--- src/hdl/dndr_pkg.sv ---
// Types, constants and font table of the digit renderer
package dndr_pkg;

  localparam int VALUE_W = 27;
  localparam int NUM_BCD = 9;
  localparam int BCD_W   = 4;
  localparam int TILE_W  = 8;
  localparam int FONT_W  = 15;

  typedef logic [NUM_BCD-1:0][BCD_W-1:0] bcd_vec_t;

  typedef enum logic [1:0] {
    S_IDLE,
    S_CONV,
    S_LOAD,
    S_EMIT
  } state_t;

  typedef struct packed {
    logic       busy;
    logic [3:0] len;
  } bcd_stat_t;

  typedef struct packed {
    logic busy;
  } emit_stat_t;

  // 5x3 font: bit 5*col + row
  function automatic logic [FONT_W-1:0] font_bits(input logic [BCD_W-1:0] d);
    logic [FONT_W-1:0] b;
    case (d)
      4'd0:    b = 15'd32319;
      4'd1:    b = 15'd17393;
      4'd2:    b = 15'd24253;
      4'd3:    b = 15'd32437;
      4'd4:    b = 15'd31879;
      4'd5:    b = 15'd30391;
      4'd6:    b = 15'd29343;
      4'd7:    b = 15'd31905;
      4'd8:    b = 15'd32447;
      4'd9:    b = 15'd31911;
      default: b = '0;
    endcase
    return b;
  endfunction

endpackage

--- src/hdl/dndr_bcd.sv ---
// Iterative binary to BCD converter, one shift-and-correct step per cycle
module dndr_bcd (
  input  logic                                    clk,
  input  logic                                    rst_n,
  input  logic                                    start,
  input  logic [dndr_pkg::VALUE_W-1:0]            value,
  output dndr_pkg::bcd_vec_t                      digits,
  output dndr_pkg::bcd_stat_t                     stat
);
  import dndr_pkg::*;

  localparam int CNT_W = $clog2(VALUE_W + 1);

  logic [VALUE_W-1:0] bin_r, bin_nxt;
  bcd_vec_t           bcd_r, bcd_nxt;
  logic [CNT_W-1:0]   cnt_r, cnt_nxt;
  bcd_vec_t           adj;
  logic [3:0]         len;

  always_comb begin
    for (int i = 0; i < NUM_BCD; i++) begin
      adj[i] = (bcd_r[i] >= BCD_W'(5)) ? bcd_r[i] + BCD_W'(3) : bcd_r[i];
    end
  end

  always_comb begin
    bin_nxt = bin_r;
    bcd_nxt = bcd_r;
    cnt_nxt = cnt_r;
    if (start) begin
      bin_nxt = value;
      bcd_nxt = '0;
      cnt_nxt = CNT_W'(VALUE_W);
    end else if (cnt_r != '0) begin
      {bcd_nxt, bin_nxt} = {adj, bin_r} << 1;
      cnt_nxt = cnt_r - CNT_W'(1);
    end
  end

  always_ff @(posedge clk) begin
    bin_r <= bin_nxt;
    bcd_r <= bcd_nxt;
    if (!rst_n) begin
      cnt_r <= '0;
    end else begin
      cnt_r <= cnt_nxt;
    end
  end

  // digit count, at least one
  always_comb begin
    len = 4'd1;
    for (int i = 1; i < NUM_BCD; i++) begin
      if (bcd_r[i] != '0) len = 4'(i + 1);
    end
  end

  assign digits    = bcd_r;
  assign stat.busy = (cnt_r != '0);
  assign stat.len  = len;

endmodule

--- src/hdl/dndr_emit.sv ---
// Glyph column sequencer with registered result stage
module dndr_emit (
  input  logic                              clk,
  input  logic                              rst_n,
  input  logic                              start,
  input  logic [3:0]                        num_glyphs,
  input  logic [3:0]                        len,
  input  dndr_pkg::bcd_vec_t                digits,
  input  logic [4:0]                        pad_digit,
  input  logic [dndr_pkg::TILE_W-1:0]       fg_tile,
  input  logic [dndr_pkg::TILE_W-1:0]       bg_tile,
  input  logic [7:0]                        origin_col,
  input  logic [7:0]                        origin_row,
  output dndr_pkg::emit_stat_t              stat,
  output logic                              out_tvalid,
  input  logic                              out_tready,
  output logic [63:0]                       out_tdata,
  output logic                              out_tlast
);
  import dndr_pkg::*;

  logic             busy_r, busy_nxt;
  logic [3:0]       g_r, g_nxt;
  logic [1:0]       c_r, c_nxt;
  logic             vld_r, vld_nxt;
  logic [63:0]      data_r, data_nxt;
  logic             last_r, last_nxt;

  logic             free, fire, last_col;
  logic             blank_all, is_pad, pad_ok, glyph_ok;
  logic [3:0]       lead, didx;
  logic [BCD_W-1:0] glyph;
  logic [FONT_W-1:0] bits;
  logic [4:0]       col_bits;
  logic [8:0]       tcol;
  logic [4*TILE_W-1+TILE_W:0] rows;

  assign free     = !vld_r || out_tready;
  assign fire     = busy_r && free;
  assign last_col = (g_r == num_glyphs - 4'd1) && (c_r == 2'd2);

  always_comb begin
    blank_all = (len > num_glyphs);
    lead      = num_glyphs - len;
    is_pad    = (g_r < lead);
    pad_ok    = (pad_digit <= 5'd9);
    didx      = num_glyphs - 4'd1 - g_r;
    glyph     = is_pad ? pad_digit[BCD_W-1:0] : digits[didx];
    glyph_ok  = !blank_all && (!is_pad || pad_ok);
    bits      = glyph_ok ? font_bits(glyph) : '0;
    case (c_r)
      2'd0:    col_bits = bits[4:0];
      2'd1:    col_bits = bits[9:5];
      2'd2:    col_bits = bits[14:10];
      default: col_bits = '0;
    endcase
    for (int r = 0; r < 5; r++) begin
      rows[r*TILE_W +: TILE_W] = col_bits[r] ? fg_tile : bg_tile;
    end
    tcol = 9'(origin_col) + 9'({g_r, 2'b00}) + 9'(c_r);
  end

  always_comb begin
    busy_nxt = busy_r;
    g_nxt    = g_r;
    c_nxt    = c_r;
    data_nxt = data_r;
    last_nxt = last_r;
    vld_nxt  = out_tready ? 1'b0 : vld_r;
    if (start) begin
      busy_nxt = (num_glyphs != 4'd0);
      g_nxt    = '0;
      c_nxt    = '0;
    end else if (fire) begin
      vld_nxt  = 1'b1;
      data_nxt = {7'd0, rows, origin_row, tcol};
      last_nxt = last_col;
      if (last_col) begin
        busy_nxt = 1'b0;
      end else if (c_r == 2'd2) begin
        c_nxt = '0;
        g_nxt = g_r + 4'd1;
      end else begin
        c_nxt = c_r + 2'd1;
      end
    end
  end

  always_ff @(posedge clk) begin
    g_r    <= g_nxt;
    c_r    <= c_nxt;
    data_r <= data_nxt;
    last_r <= last_nxt;
    if (!rst_n) begin
      busy_r <= 1'b0;
      vld_r  <= 1'b0;
    end else begin
      busy_r <= busy_nxt;
      vld_r  <= vld_nxt;
    end
  end

  assign stat.busy  = busy_r;
  assign out_tvalid = vld_r;
  assign out_tdata  = data_r;
  assign out_tlast  = last_r;

endmodule

--- src/hdl/padded_number_digit_renderer.sv ---
// Top level of the padded decimal digit renderer
// Each accepted item is converted to decimal by a shift-and-add-3 unit that
// takes one bit of the 27-bit value per cycle, then the field is written one
// glyph column per cycle while the sink accepts, through a single output
// register: 3 results per glyph, last column flagged by out_tlast. With
// n = min(digit_count, MAX_DIGITS) glyphs, an item passes from its acceptance
// to the earliest next one through a start, the conversion steps, a check
// that the converter is done, a load, the 3n columns and a return to idle.
// Sink stalls add their length to the column phase. in_tready stays low from
// acceptance and rises once the emitter has cleared its busy flag and the
// state machine has returned to idle.
// Configuration is taken on any cycle with cfg_we high; write it only while
// the block is idle.
module padded_number_digit_renderer #(
  parameter int MAX_DIGITS = 8
) (
  input  logic        clk,
  input  logic        rst_n,
  input  logic        in_tvalid,
  output logic        in_tready,
  input  logic [47:0] in_tdata,   // value[26:0], origin_col[34:27], origin_row[42:35]
  output logic        out_tvalid,
  input  logic        out_tready,
  output logic [63:0] out_tdata,  // tile_col[8:0], tile_row[16:9], tile_r0..tile_r4[56:17]
  output logic        out_tlast,
  input  logic        cfg_we,
  input  logic [1:0]  cfg_index,
  input  logic [7:0]  cfg_wdata
);
  import dndr_pkg::*;

  localparam logic [1:0] REG_DIGIT_COUNT = 2'd0;
  localparam logic [1:0] REG_PAD_DIGIT   = 2'd1;
  localparam logic [1:0] REG_FG_TILE     = 2'd2;
  localparam logic [1:0] REG_BG_TILE     = 2'd3;

  state_t      state_r, state_nxt;
  logic [3:0]  dcount_r;
  logic [4:0]  pad_r;
  logic [7:0]  fg_r, bg_r;
  logic [7:0]  ocol_r, orow_r;
  logic [3:0]  num_glyphs;
  logic        bcd_start, emit_start, accept;
  bcd_vec_t    digits;
  bcd_stat_t   bcd_stat;
  emit_stat_t  emit_stat;

  assign num_glyphs = (dcount_r > 4'(MAX_DIGITS)) ? 4'(MAX_DIGITS) : dcount_r;
  assign accept     = in_tvalid && in_tready;

  always_ff @(posedge clk) begin
    if (accept) begin
      ocol_r <= in_tdata[34:27];
      orow_r <= in_tdata[42:35];
    end
    if (!rst_n) begin
      state_r  <= S_IDLE;
      dcount_r <= 4'd3;
      pad_r    <= '0;
      fg_r     <= '0;
      bg_r     <= '0;
    end else begin
      state_r <= state_nxt;
      if (cfg_we) begin
        case (cfg_index)
          REG_DIGIT_COUNT: dcount_r <= cfg_wdata[3:0];
          REG_PAD_DIGIT:   pad_r    <= cfg_wdata[4:0];
          REG_FG_TILE:     fg_r     <= cfg_wdata;
          REG_BG_TILE:     bg_r     <= cfg_wdata;
          default:         ;
        endcase
      end
    end
  end

  always_comb begin
    state_nxt = state_r;
    case (state_r)
      S_IDLE:  if (accept) state_nxt = S_CONV;
      S_CONV:  if (!bcd_stat.busy) state_nxt = S_LOAD;
      S_LOAD:  state_nxt = S_EMIT;
      S_EMIT:  if (!emit_stat.busy) state_nxt = S_IDLE;
      default: state_nxt = S_IDLE;
    endcase
  end

  always_comb begin
    in_tready  = (state_r == S_IDLE);
    bcd_start  = (state_r == S_IDLE) && in_tvalid;
    emit_start = (state_r == S_LOAD);
  end

  dndr_bcd u_bcd (
    .clk    (clk),
    .rst_n  (rst_n),
    .start  (bcd_start),
    .value  (in_tdata[VALUE_W-1:0]),
    .digits (digits),
    .stat   (bcd_stat)
  );

  dndr_emit u_emit (
    .clk        (clk),
    .rst_n      (rst_n),
    .start      (emit_start),
    .num_glyphs (num_glyphs),
    .len        (bcd_stat.len),
    .digits     (digits),
    .pad_digit  (pad_r),
    .fg_tile    (fg_r),
    .bg_tile    (bg_r),
    .origin_col (ocol_r),
    .origin_row (orow_r),
    .stat       (emit_stat),
    .out_tvalid (out_tvalid),
    .out_tready (out_tready),
    .out_tdata  (out_tdata),
    .out_tlast  (out_tlast)
  );

endmodule

--- config.mk ---
export PLATFORM = sky130hd
export DESIGN_NAME = padded_number_digit_renderer
export DESIGN_NICKNAME = d
export VERILOG_FILES = /design/src/hdl/dndr_pkg.sv /design/src/hdl/dndr_bcd.sv /design/src/hdl/dndr_emit.sv /design/src/hdl/padded_number_digit_renderer.sv
export SDC_FILE = /design/constraint.sdc
export NUM_CORES = 1
export LEC_CHECK = 0
export BUFFER_PORTS_ARGS = -buffer_cell sky130_fd_sc_hd__clkbuf_2
export CORE_MARGIN = 2
export CORE_UTILIZATION = 49
export DETAILED_ROUTE_END_ITERATION = 8
export GPL_TIMING_DRIVEN = 0
export PLACE_DENSITY = 0.7
export SLEW_MARGIN = 15
export SYNTH_ARGS = -nofsm -noshare
export SYNTH_HDL_FRONTEND = slang
export SYNTH_SLANG_ARGS = --single-unit
--- constraint.sdc ---
create_clock -name clk -period 6.3 [get_ports clk]
set_clock_uncertainty 0.2 [all_clocks]
set_input_delay 1.26 -clock clk [delete_from_list [all_inputs] [get_ports clk]]
set_output_delay 1.26 -clock clk [all_outputs]
set_load 0.005 [all_outputs]
==> impl_metrics.tcl, run 1 <==
set metrics [dict create \
    ios 130 \
    coreArea_sq_um 18770 \
    crit_fanout 8 \
    wl_per_cell_um 15.89 \
    fin_tns_setup_ns 0 \
    dr.pass1.iters 5 \
    combPwrFrac_pct 42.8 \
    finalMaxSlewViolations 0 \
    clock_latency_ns 0.43 \
    critPathKind "register to register" \
    start_util_pct 50.26 \
    irDropWorstVdd_uv 230.0 \
    power_leakage_nw 4.530 \
    avgSynthCellArea_sq_um 10.10 \
    grt_pass1_wl_um 34570 \
    ys_seq_area_share_pct 48.28 \
    ys_ff_latch 177 \
    synth_area_sq_um 9433 \
    routabilityCongestion 0.8797 \
    synth_top_area_share_pct 32.15 \
    place_ws_ns 0.3058 \
    nFillCells 1611 \
    multi_input_area_sq_um 4524 \
    ys_types 64 \
    hold-worst-slack_ns 0.2113 \
    cts_hold_buffers 0 \
    ys_warn_count 0 \
    hpwlAfterDp_um 15220 \
    r2r_slack_ns 0.48 \
    htreeDepth 4 \
    root_buffer "clkbuf_16" \
    cp.required_ns 6.29 \
    seq_power_share_pct 36.5 \
    power_density_nw_per_um2 457.4 \
    die-height_um 142.7 \
    slew-limit-headroom_pct 27.75 \
    numCtsBuffers 17 \
    fin_crit_sh_pct 92.43 \
    clkSinkCount 177 \
    synth.area.top_cells "edfxtp_1, dfxtp_1, ha_1" \
    cts_tree "yes" \
    final.min_clock_period_ns 5.823 \
    post-route-util_pct 58.46 \
    overflow 0 \
    p_sw_mw 1.997 \
    placed_area_sq_um 10360 \
    clkTransAtPathRegs_ns 0.07 \
    drive_gt1_share_pct 19.43 \
    first_iter_violations 421 \
    max_freq_mhz 171.7 \
    synthArstFlopShare_pct 0 \
    grt_pass1_vias 6918 \
    status "completed" \
    mostFrequentLayoutCell "nand2_1" \
    rsz0062_at_grt "no" \
    start_kind "register" \
    fin_ws_ns 0.4766 \
    routed-via-count 7277 \
    synth_top_cell_by_area "edfxtp_1" \
    fin_nets 1192 \
    fin_area_sq_um 10970 \
    postRouteAntennaNets 0 \
    die_w_um 142.7 \
    grt_max_degree 33 \
    n_antenna_cell 0 \
    p_int_mw 3.021 \
    drcViolationCount 0 \
    finalSetupViolations 0 \
    synth_edf_count 101 \
    seq_area_sq_um 4554 \
    antenna_found_initial 0 \
    wl_um 21050 \
    layout_common_cells "nand2_1, clkbuf_2, edfxtp_1" \
    worstPathArrival_ns 5.81 \
    switching_share_pct 39.80 \
    maxCapViolCount 0 \
    clockBufferDepth 2 \
    hold_viol 0 \
    rows 50 \
    worst_slew_pin_slew_ns 1.081 \
    syn_inst 934 \
    synth_ff_type "edfxtp_1" \
    min-delay-path-class "register to register" \
    worst_setup_path_end_kind "register" \
    grt_usage_pct 21.45 \
    p_clk_share_pct 20.7 \
    io_buffers 117 \
    dieArea_sq_um 20380 \
    synthToLayoutAreaGrowth_pct 16.32 \
    viasPerCell 5.492 \
]
==> worst paths after layout <==
| path | endpoint | from | cells after the start |
|---|---|---|---|
| worst max-delay path | u_emit.out_tdata[27] | u_bcd.digits[4] | 22 |
| worst min-delay path | u_emit.out_tdata[13] | orow_r[4] | 0 |
| worst max register to register | u_emit.out_tdata[27] | u_bcd.digits[4] | 22 |
| worst min register to register | u_emit.out_tdata[13] | orow_r[4] | 0 |
==> per-layer routing <==
| metal | GRT usage (%) | wire length, um | vias up |
|---|---|---|---|
| met5 | 0 | 0 | - |
| met4 | 7.087 | 450 | 0 |
| met3 | 4.427 | 962 | 38 |
| met2 | 35.68 | 10340 | 191 |
| met1 | 28.08 | 9294 | 3422 |
| li1 | - | - | 3626 |
==> critical path: stages, from the launching register on <==
cell      delay (ns)
dfxtp_1         0.37
inv_1           0.08
ha_1            0.21
nor3b_2         0.23
o21ai_0         0.11
nand2_1         0.11
a31oi_1         0.12
o211ai_1        0.20
ha_1            0.17
inv_1           0.06
fa_1            0.41
xnor2_1         0.22
ha_1            0.21
o21ai_0         0.15
a22oi_2         0.43
mux2_2          0.47
ha_1            0.38
mux4_2          0.49
mux2i_1         0.14
a21oi_1         0.09
a32oi_1         0.26
o21ai_4         0.16
mux2_2          0.32
==> state kept, by name, indices dropped and copies added (netlist names), 4 cells and up <==
| signal | flops |
|---|---|
| u_bcd.bin_r | 27 |
| u_emit.g_r | 4 |
| fg_r | 8 |
| orow_r | 8 |
| u_bcd.cnt_r | 5 |
| u_emit.out_tdata | 57 |
| pad_r | 5 |
| bg_r | 8 |
| ocol_r | 8 |
| u_bcd.digits | 36 |
| dcount_r | 4 |
==> Yosys cell counts (12+ instances only) <==
cell type,n
nand2_1,149
edfxtp_1,101
dfxtp_1,76
nor2_1,65
a21oi_1,64
o21ai_0,55
ha_1,48
inv_1,44
mux2i_1,33
clkbuf_1,30
mux2_2,24
nand4_1,21
nand3_1,20
xnor2_1,20
o211ai_1,18
nand2b_1,14
nor3b_1,14
buf_1,12
==> power by group through the flow <==
stage	registers (mW)	logic, mW	clock network [mW]
after CTS	1.83	2.13	1.05
after global routing	1.87	2.42	1.10
final	1.83	2.15	1.04
after global placement	1.86	2.06	0
after floorplan	1.81	1.56	0
after detailed placement	1.85	2.12	0
==> through the flow <==
step	power (mW)	instances
after floorplan	3.374	940
after global placement	3.918	1291
after detailed placement	3.970	1292
after CTS	5.015	1324
after global routing	5.391	1325
final	5.018	1325
==> repair_timing <==
action / in CTS / in global routing
setup endpoints to repair: 0 / 16
buffers inserted: 0 / 1
resized for setup: 0 / 3
==> kinds of logic after synthesis <==
family                   share of synthesized area, %
flip-flops                                      48.28
other                                         0.03975
adder cells (fa/ha/maj)                         7.004
XOR/XNOR                                        2.573
AND/OR/NAND/NOR                                 15.97
buffers and inverters                           4.284
AO/OA/AOI/OAI                                   12.30
multiplexers                                    9.550
==> cell type report <==
cell class / count / area share, %
buffer: 52 / 2.121
clock buffer: 18 / 3.912
clock inverter: 14 / 1.391
inverter: 46 / 1.574
multi-input combinational: 665 / 41.24
sequential: 177 / 41.51
tap: 234 / 2.668
timing repair buffer: 119 / 5.588
Power figures use the tool's default switching activity.
==> inputs of run 2 (changes only) <==
--- a/config.mk
+++ b/config.mk
@@ -6,7 +6,7 @@
 export NUM_CORES = 1
 export LEC_CHECK = 0
 export BUFFER_PORTS_ARGS = -buffer_cell sky130_fd_sc_hd__clkbuf_2
-export CORE_MARGIN = 2
+export CORE_MARGIN = 1
 export CORE_UTILIZATION = 49
 export DETAILED_ROUTE_END_ITERATION = 8
 export GPL_TIMING_DRIVEN = 0
==> run 2 against run 1 <==
  * Clock power rose by 7%
  * Sequential share of layout area fell by 0.17 points
  * Combinational power barely moved
  * Register-to-register slack got worse by 0.06 ns
  * Critical endpoint is now u_emit.out_tdata[28]
  * Worst hold slack improved by 0.0066 ns
  * First-iteration DRC count rose by 5.9%
==> impl_metrics.tcl, run 2 (synthesis results as in run 1) <==
set metrics [dict create \
    crit_fanout 8 \
    endpoint "u_emit.out_tdata[28]" \
    irDropWorstVdd_uv 243.2 \
    clock_latency_ns 0.44 \
    fin_crit_sh_pct 93.37 \
    postRouteAntennaNets 0 \
    die-height_um 140.7 \
    root_buffer "clkbuf_16" \
    finalPower_mw 5.117 \
    htreeDepth 4 \
    clkSinkCount 177 \
    clockBufferDepth 2 \
    status "completed" \
    antenna_found_initial 0 \
    fin_tns_setup_ns 0 \
    coreArea_sq_um 18770 \
    grt_pass1_vias 7079 \
    routed-via-count 7345 \
    drive_gt1_share_pct 19.67 \
    hpwlAfterDp_um 15240 \
    finalSetupViolations 0 \
    critPathKind "register to register" \
    worst_slew_pin_slew_ns 1.090 \
    critPathLaunch "u_bcd.digits[12]" \
    wl_um 21410 \
    rows 50 \
    routabilityCongestion 0.8822 \
    fin_nets 1194 \
    io_buffers 117 \
    clkTransAtPathRegs_ns 0.07 \
    finalMaxSlewViolations 0 \
    ios 130 \
    grt_max_degree 33 \
    maxCapViolCount 0 \
    first_iter_violations 446 \
    ff2ff_path_depth 22 \
    wl_per_cell_um 16.13 \
    power_leakage_nw 4.560 \
    viasPerCell 5.535 \
    r2r_end "u_emit.out_tdata[28]" \
    min-delay-path-class "register to register" \
    grt_usage_pct 22.29 \
    dr.pass1.iters 5 \
    power_density_nw_per_um2 464.5 \
    final.min_clock_period_ns 5.882 \
    synthToLayoutAreaGrowth_pct 16.78 \
    start_util_pct 50.26 \
    dieArea_sq_um 19810 \
    die_w_um 140.7 \
    place_ws_ns 0.2664 \
    fin_ws_ns 0.4177 \
    slew-limit-headroom_pct 27.14 \
    drcViolationCount 0 \
    rr_startpoint "u_bcd.digits[12]" \
    rsz0062_at_grt "no" \
    grt_pass1_wl_um 34620 \
    layout_common_cells "nand2_1, clkbuf_2, edfxtp_1" \
    start_kind "register" \
    overflow 0 \
    largest_reg_flops 57 \
    cp.required_ns 6.29 \
    worstPathArrival_ns 5.87 \
    hold_viol 0 \
    worst_setup_path_end_kind "register" \
    max_freq_mhz 170.0 \
    r2r_slack_ns 0.42 \
    n_antenna_cell 0 \
    cts_tree "yes" \
    post-route-util_pct 58.69 \
    numCtsBuffers 17 \
    mostFrequentLayoutCell "nand2_1" \
]
==> run 2: worst min-delay path by stage <==
| stage | end | slack (ns) | from | depth (start not counted) |
|---|---|---|---|---|
| after floorplan | u_emit.out_tdata[10] | 0.20 | orow_r[1] | 0 |
| after global placement | u_emit.out_tdata[10] | 0.20 | orow_r[1] | 0 |
| after detailed placement | u_emit.out_tdata[12] | 0.21 | orow_r[3] | 0 |
| after CTS | u_emit.out_tdata[12] | 0.22 | orow_r[3] | 0 |
| after global routing | u_emit.out_tdata[12] | 0.23 | orow_r[3] | 0 |
| final | u_emit.out_tdata[12] | 0.22 | orow_r[3] | 0 |
==> run 2: layout make-up <==
class | count | area, sq um
repair buffers | 121 | 628.1
flip-flops and latches | 177 | 4554
well taps | 234 | 292.8
multi-input cells | 665 | 4517
fillers | 1625 | 7752
clock inverters | 15 | 192.7
inverters | 46 | 172.7
clock buffers | 17 | 425.4
plain buffers | 52 | 232.7
==> run 2: metrics by stage <==
stage	std cells	area, sq um	hold WS, ns
finish	1327	11020	0.2179
global route	1327	11020	0.2252
CTS	1324	10980	0.2180
floorplan	940	9455	0.2003
global placement	1291	10330	0.2010
detailed placement	1292	10360	0.2057
==> run 2: critical path, cell delays in order, from the launching register on <==
cell	delay [ns]
dfxtp_1	0.38
inv_1	0.08
ha_1	0.20
nor3b_1	0.27
o21ai_0	0.15
nand2_1	0.11
a31oi_1	0.11
o211ai_1	0.22
ha_1	0.18
inv_1	0.05
fa_1	0.40
xnor2_1	0.16
ha_1	0.28
o21ai_0	0.12
a22oi_2	0.40
mux2_2	0.47
ha_1	0.39
mux4_2	0.50
mux2i_1	0.14
a21oi_1	0.10
a32oi_1	0.26
o21ai_4	0.16
mux2_2	0.32
==> run 2: routing by layer <==
| layer | global-route usage [%] | vias up | routed length (um) | share of wire (%) |
|---|---|---|---|---|
| met4 | 8.982 | 0 | 534 | 2.5 |
| met3 | 3.804 | 42 | 1065 | 5.0 |
| met2 | 38.39 | 228 | 10520 | 49 |
| met1 | 27.82 | 3463 | 9284 | 43 |
| li1 | - | 3612 | - | - |
| met5 | 0 | - | 0 | 0 |
==> run 2: where the power goes <==
group / total [mW] / switching (mW) / internal, mW
Combinational: 2.18 / 1.34 / 0.842
Clock: 1.11 / 0.502 / 0.605
Sequential: 1.83 / 0.197 / 1.64
Total: 5.12 / 2.04 / 3.08
==> run 2: what timing repair did <==
| action | 4_1_cts | 5_1_grt |
|---|---|---|
| hold buffers | 0 | 0 |
| buffers inserted | 0 | 3 |
| gates resized for setup | 0 | 2 |
| endpoints found under the setup margin | 0 | 16 |
